## src/bdbb_pkg.sv

```systemverilog
// Shared types and constants for the dual-bound Bellman backup unit.
// Used by bdbb_ctrl, bdbb_datapath and the top level; depends on nothing.
package bdbb_pkg;

  localparam int MAX_ACTIONS_DEF = 64;
  localparam int VALUE_WIDTH_DEF = 32;

  localparam int PROB_W     = 16;   // Q0.16 probability and discount
  localparam int IN_VAL_W   = 32;   // Q16.16 field width on the ports
  localparam int ACT_IDX_W  = 6;    // action index field width
  localparam int ACC_W      = 56;   // Q24.32 accumulator
  localparam int PROD_W     = PROB_W + IN_VAL_W;

  localparam int IN_TDATA_W  = 176;
  localparam int OUT_TDATA_W = 144;

  localparam logic [PROB_W-1:0] DISCOUNT_RESET = 16'd62259;

  typedef struct packed {
    logic load_in;
    logic mul;
    logic acc;
    logic scale;
    logic qform;
    logic update;
  } cmd_t;

  typedef struct packed {
    logic last_o;
    logic out_free;
  } sts_t;

endpackage

```

## src/bdbb_ctrl.sv

```systemverilog
// Sequencer for the dual-bound backup: steps one request through the datapath.
// Depends on bdbb_pkg for the command and status types.
module bdbb_ctrl (
  input  logic          clk,
  input  logic          rst_n,
  input  logic          in_tvalid,
  output logic          in_tready,
  input  bdbb_pkg::sts_t sts,
  output bdbb_pkg::cmd_t cmd
);

  typedef enum logic [5:0] {
    ST_IDLE  = 6'b000001,
    ST_MUL   = 6'b000010,
    ST_ACC   = 6'b000100,
    ST_SCL   = 6'b001000,
    ST_QFORM = 6'b010000,
    ST_UPD   = 6'b100000
  } state_t;

  state_t state_r, state_nxt;

  always_comb begin
    state_nxt = state_r;
    cmd       = '0;
    in_tready = 1'b0;
    unique case (state_r)
      ST_IDLE: begin
        in_tready   = 1'b1;
        cmd.load_in = in_tvalid;
        if (in_tvalid) begin
          state_nxt = ST_MUL;
        end
      end
      ST_MUL: begin
        cmd.mul   = 1'b1;
        state_nxt = ST_ACC;
      end
      ST_ACC: begin
        cmd.acc   = 1'b1;
        state_nxt = sts.last_o ? ST_SCL : ST_IDLE;
      end
      ST_SCL: begin
        cmd.scale = 1'b1;
        state_nxt = ST_QFORM;
      end
      ST_QFORM: begin
        cmd.qform = 1'b1;
        state_nxt = ST_UPD;
      end
      ST_UPD: begin
        cmd.update = sts.out_free;
        if (sts.out_free) begin
          state_nxt = ST_IDLE;
        end
      end
      default: begin
        state_nxt = ST_IDLE;
      end
    endcase
  end

  always_ff @(posedge clk) begin
    if (!rst_n) begin
      state_r <= ST_IDLE;
    end else begin
      state_r <= state_nxt;
    end
  end

endmodule

```

## config.mk

```make
export PLATFORM = sky130hd
export DESIGN_NAME = bdbb_ctrl
export DESIGN_NICKNAME = d
export VERILOG_FILES = /design/src/bdbb_pkg.sv /design/src/bdbb_ctrl.sv
export SDC_FILE = /design/constraint.sdc
export NUM_CORES = 1
export LEC_CHECK = 0
export BUFFER_PORTS_ARGS = -buffer_cell sky130_fd_sc_hd__buf_2
export CORE_AREA = 2 2 39 41
export CTS_CLUSTER_SIZE = 12
export DETAILED_ROUTE_END_ITERATION = 16
export DIE_AREA = 0 0 41 43
export SLEW_MARGIN = 10
export SYNTH_ARGS = -nofsm -noshare
export SYNTH_HDL_FRONTEND = slang
export SYNTH_SLANG_ARGS = --single-unit
export TNS_END_PERCENT = 5
```

## constraint.sdc

```tcl
create_clock -name clk -period 1.9 [get_ports clk]
set_input_delay 0.095 -clock clk [delete_from_list [all_inputs] [get_ports clk]]
set_output_delay 0.095 -clock clk [all_outputs]
set_load 0.005 [all_outputs]
```

-- Word-level counts from Yosys, hierarchy flattened
Index checks and enable logic that the tools add are counted.
- flip-flop bits (word level): 6
- input port bits: 5
- logic and storage cells: 21
- eq/ne operators: 8
- mux-type cells: 11
- reduce and logical (&&, ||, !) cells: 1
- operators with widths (cell ; count):
    $pmux W6 S6 ; 1
    $mux W6 ; 2
    $mux W1 ; 7
    $eq A6 B1 Y1 const B ; 1
    $eq A6 B2 Y1 const B ; 1
    $eq A6 B3 Y1 const B ; 1
    $eq A6 B4 Y1 const B ; 1
    $eq A6 B5 Y1 const B ; 1
    $eq A6 B6 Y1 const B ; 1
    $mux W4 ; 1
    $ne A2 B2 Y1 const B ; 2
    $reduce_and A2 Y1 ; 1

-- Longest topological paths before layout
- depth after elaboration: 3
- gate-level depth with buffers: 5
- depth with buffers taken out: 4

-- Least setup slack after synthesis
Ideal clock, no wire load.
- path type: reg-to-reg
- from: register state_r[1]
- to: register state_r[2]
- library setup time: 0.115 ns
- arrival: 1.273 ns
- required time: 1.785 ns
- setup slack: 0.511 ns
- stages on the path, launching flop included: 5
- path buffers: 1
- cell sequence: dfxtp_1 > buf_6 > or4_4 > o21bai_4 > and3_1
- word-level cells in the longest chain between the ends: 3
- elaborated cells on any way between the ends: 10
- classes of those cells: 8 x eq/ne; 1 x mux; 1 x reduce/logical
- RTL lines (element ; RTL line ; RTL):
    start: declaration ; bdbb_ctrl.sv:21 ; state_t state_r, state_nxt;
    start signal: assignment ; bdbb_ctrl.sv:67 ; state_r <= state_nxt;
    $eq A6 B6 Y1 / $eq A6 B1 Y1 (equally long branches) ; bdbb_ctrl.sv:27 ; unique case (state_r)
    $ne A2 B2 Y1 (no source line) ; -- ;
    $reduce_and A2 Y1 (no source line) ; -- ;
Several ways; a longest one is shown, not always the timed one.
A chain may end at the register's enable or synchronous reset.

==> flow_summary.toml <==
[timing]
fin_crit_sh_pct = 81.7
hold_viol = 0
worst_pin_slew_ns = 0.424
relSlewSlack_pct = 71.5
fmax_mhz = 644
setup_tns_ns = 0
whs_ns = 0.102
period_needed_ns = 1.55
slew_violations = 0
fin_skew_ns = 0.00624
setup_viol = 0
rsz0062_at_grt = "no"

[clock_tree]
clock_latency_ns = 0.25
cts_htree_levels = 1
cts_tree = "done"
cts.sinks = 6
root_buffer = "clkbuf_4"
post_cts_buffers = 0
cts_resized = 0
cts-hold-fix-buffers = 0
cts_made_buffers = 3
cts.clk_slew.worst_paths_ns = 0.05
clock_path_buffers = 2

[placement]
dpl.hpwl_um = 630
portBuffers = 11
dp.cells = 67
gp_congestion = 0.726

[critical_path]
crit_family = "simple AND/OR/NAND/NOR gates"
critPathArrivalTime_ns = 1.46
worstPathRequired_ns = 1.80
slowest_stage = "or4_4"
worst_path_largest_cell_delay_ns = 0.54
path_max_fanout = 8
worst_setup_path_start_kind = "register"
crit_chain = "or4_4 > nor3_1 > buf_2"
path_buf_inv = 1
crit_type = "reg2out"
cp-end-kind = "output port"

[route]
drt_pass1_iterations = 2
wire_per_inst_um = 11.6
antenna_left = 0
vias = 348
drc = 0
first_iter_violations = 4
vias_per_cell = 4.97
wl_um = 812

[hold_path]
hp-class = "in2reg"

[yosys]
syn_nets = 46
synth_edf_count = 0
async_flop_share_pct = 0
netlist_instances = 41
ys_ff_latch = 6
synth_cell_type_count = 25
syn_avg_cell_area_um2 = 8.73
synth_area_um2 = 358
yosysMostFrequentCell = "dfxtp_1"
synth_area_leaders = "dfxtp_1, and3_1, nor2_1, o21bai_4, nor3b_1"
synth_area_leader_cell = "dfxtp_1"
synth_top_area_share_pct = 33.6
yosys_warnings = 0
synth_seq_area_share_pct = 33.6
synth_ff_type = "dfxtp_1"
synthTopCellsByCount = "dfxtp_1, nor2_1, and3_1, nand2_1"

[final_layout]
fillers = 151
fin_cells = 70
syn_to_final_growth_pct = 24.1
largest_reg_flops = 6
diodes = 0
largest_registers = "state_r: 6 flops"
regMostFlops = "state_r"
drive_gt1_share_pct = 33.3
final_nets = 61

[die]
die_area_um2 = 1760
die_y_um = 43
ios = 12
core_area_um2 = 1380
start_util_pct = 25.9
die_w_um = 41
num_rows = 14

[global_route]
grt_pass1_vias = 294
grtUsageMet1_pct = 12.0
top_usage_layer = "met2"
use_met3_pct = 3.14
grt_use_met2_pct = 15.3
grt_remaining_overflow = 0
grt_pass1_wl_um = 1240
grt_max_degree = 9
antenna_found_initial = 0
track_usage_pct = 11.2

[outcome]
status = "completed"

[flow_run]
drv_cap = 0

[power_and_ir_drop]
p_per_area_nw_per_um2 = 817
ir_drop_v = 0.000222
leakage_uw = 0.000225
layer usage:
layer	up-vias	wire (µm)
met5	-	0
met1	155	336
met3	6	49
met2	12	374
met4	0	52
li1	175	-
placed cells by master (no fill, tap or decap), types with 2 or more instances in the layout:
| cell type | count |
|---|---|
| and3_1 | 4 |
| buf_2 | 11 |
| clkbuf_4 | 3 |
| dfxtp_1 | 6 |
| inv_1 | 2 |
| nand2_1 | 3 |
| nor2_1 | 5 |
| nor3b_1 | 2 |
worst register-to-register path: cells and delay by family (launching register included):
family,cells,cell delay [ns]
DFF,1,0.37
and+or+nand+nor,2,0.73
AOI/OAI and AO/OA,1,0.21
metrics by stage:
step / total power [µW] / area [µm²] / util [%] / setup slack [ns]
after floorplan: 219 / 358 / - / 0.511
after CTS: 367 / 444 / 32.1 / 0.342
after detailed placement: 245 / 422 / 30.5 / 0.500
final: 363 / 444 / 32.1 / 0.348
after global placement: 244 / 422 / 30.5 / 0.518
after global routing: 391 / 444 / 32.1 / 0.241
worst paths after layout:
check | slack (ns) | end | cells past startpoint | from
worst max-delay path | 0.35 | cmd[0] | 3 | state_r[1]
worst min-delay path | 0.10 | state_r[3] | 3 | rst_n
worst max register to register | 0.48 | state_r[2] | 3 | state_r[1]
worst min register to register | 0.56 | state_r[5] | 2 | state_r[4]
area by class of cell:
cell class,instances,area (µm²),area share (%)
Clock buffer,3,22.5,5.07
Inverter,2,7.51,1.69
Multi-Input combinational cell,32,219,49.3
Sequential cell,6,120,27.0
Tap cell,16,20.0,4.51
Timing Repair Buffer,11,55.1,12.4
power breakdown:
| part | internal, µW | total [µW] | switching [µW] |
|---|---|---|---|
| clock | 71.7 | 121 | 49.0 |
| combinational | 47.3 | 91.2 | 43.9 |
| sequential | 136 | 151 | 15.6 |
| total | 254 | 363 | 109 |
kinds of logic (layout without fill, tap and decap cells):
| family | count (synthesis) | in the layout | share of synthesized area [%] |
|---|---|---|---|
| flip-flops | 6 | 6 | 33.6 |
| AO/OA/AOI/OAI | 5 | 5 | 12.9 |
| XOR/XNOR | 1 | 1 | 2.45 |
| buffers and inverters | 3 | 16 | 5.25 |
| AND/OR/NAND/NOR | 26 | 26 | 45.8 |
No activity file was read; power rests on OpenSTA's default activity.
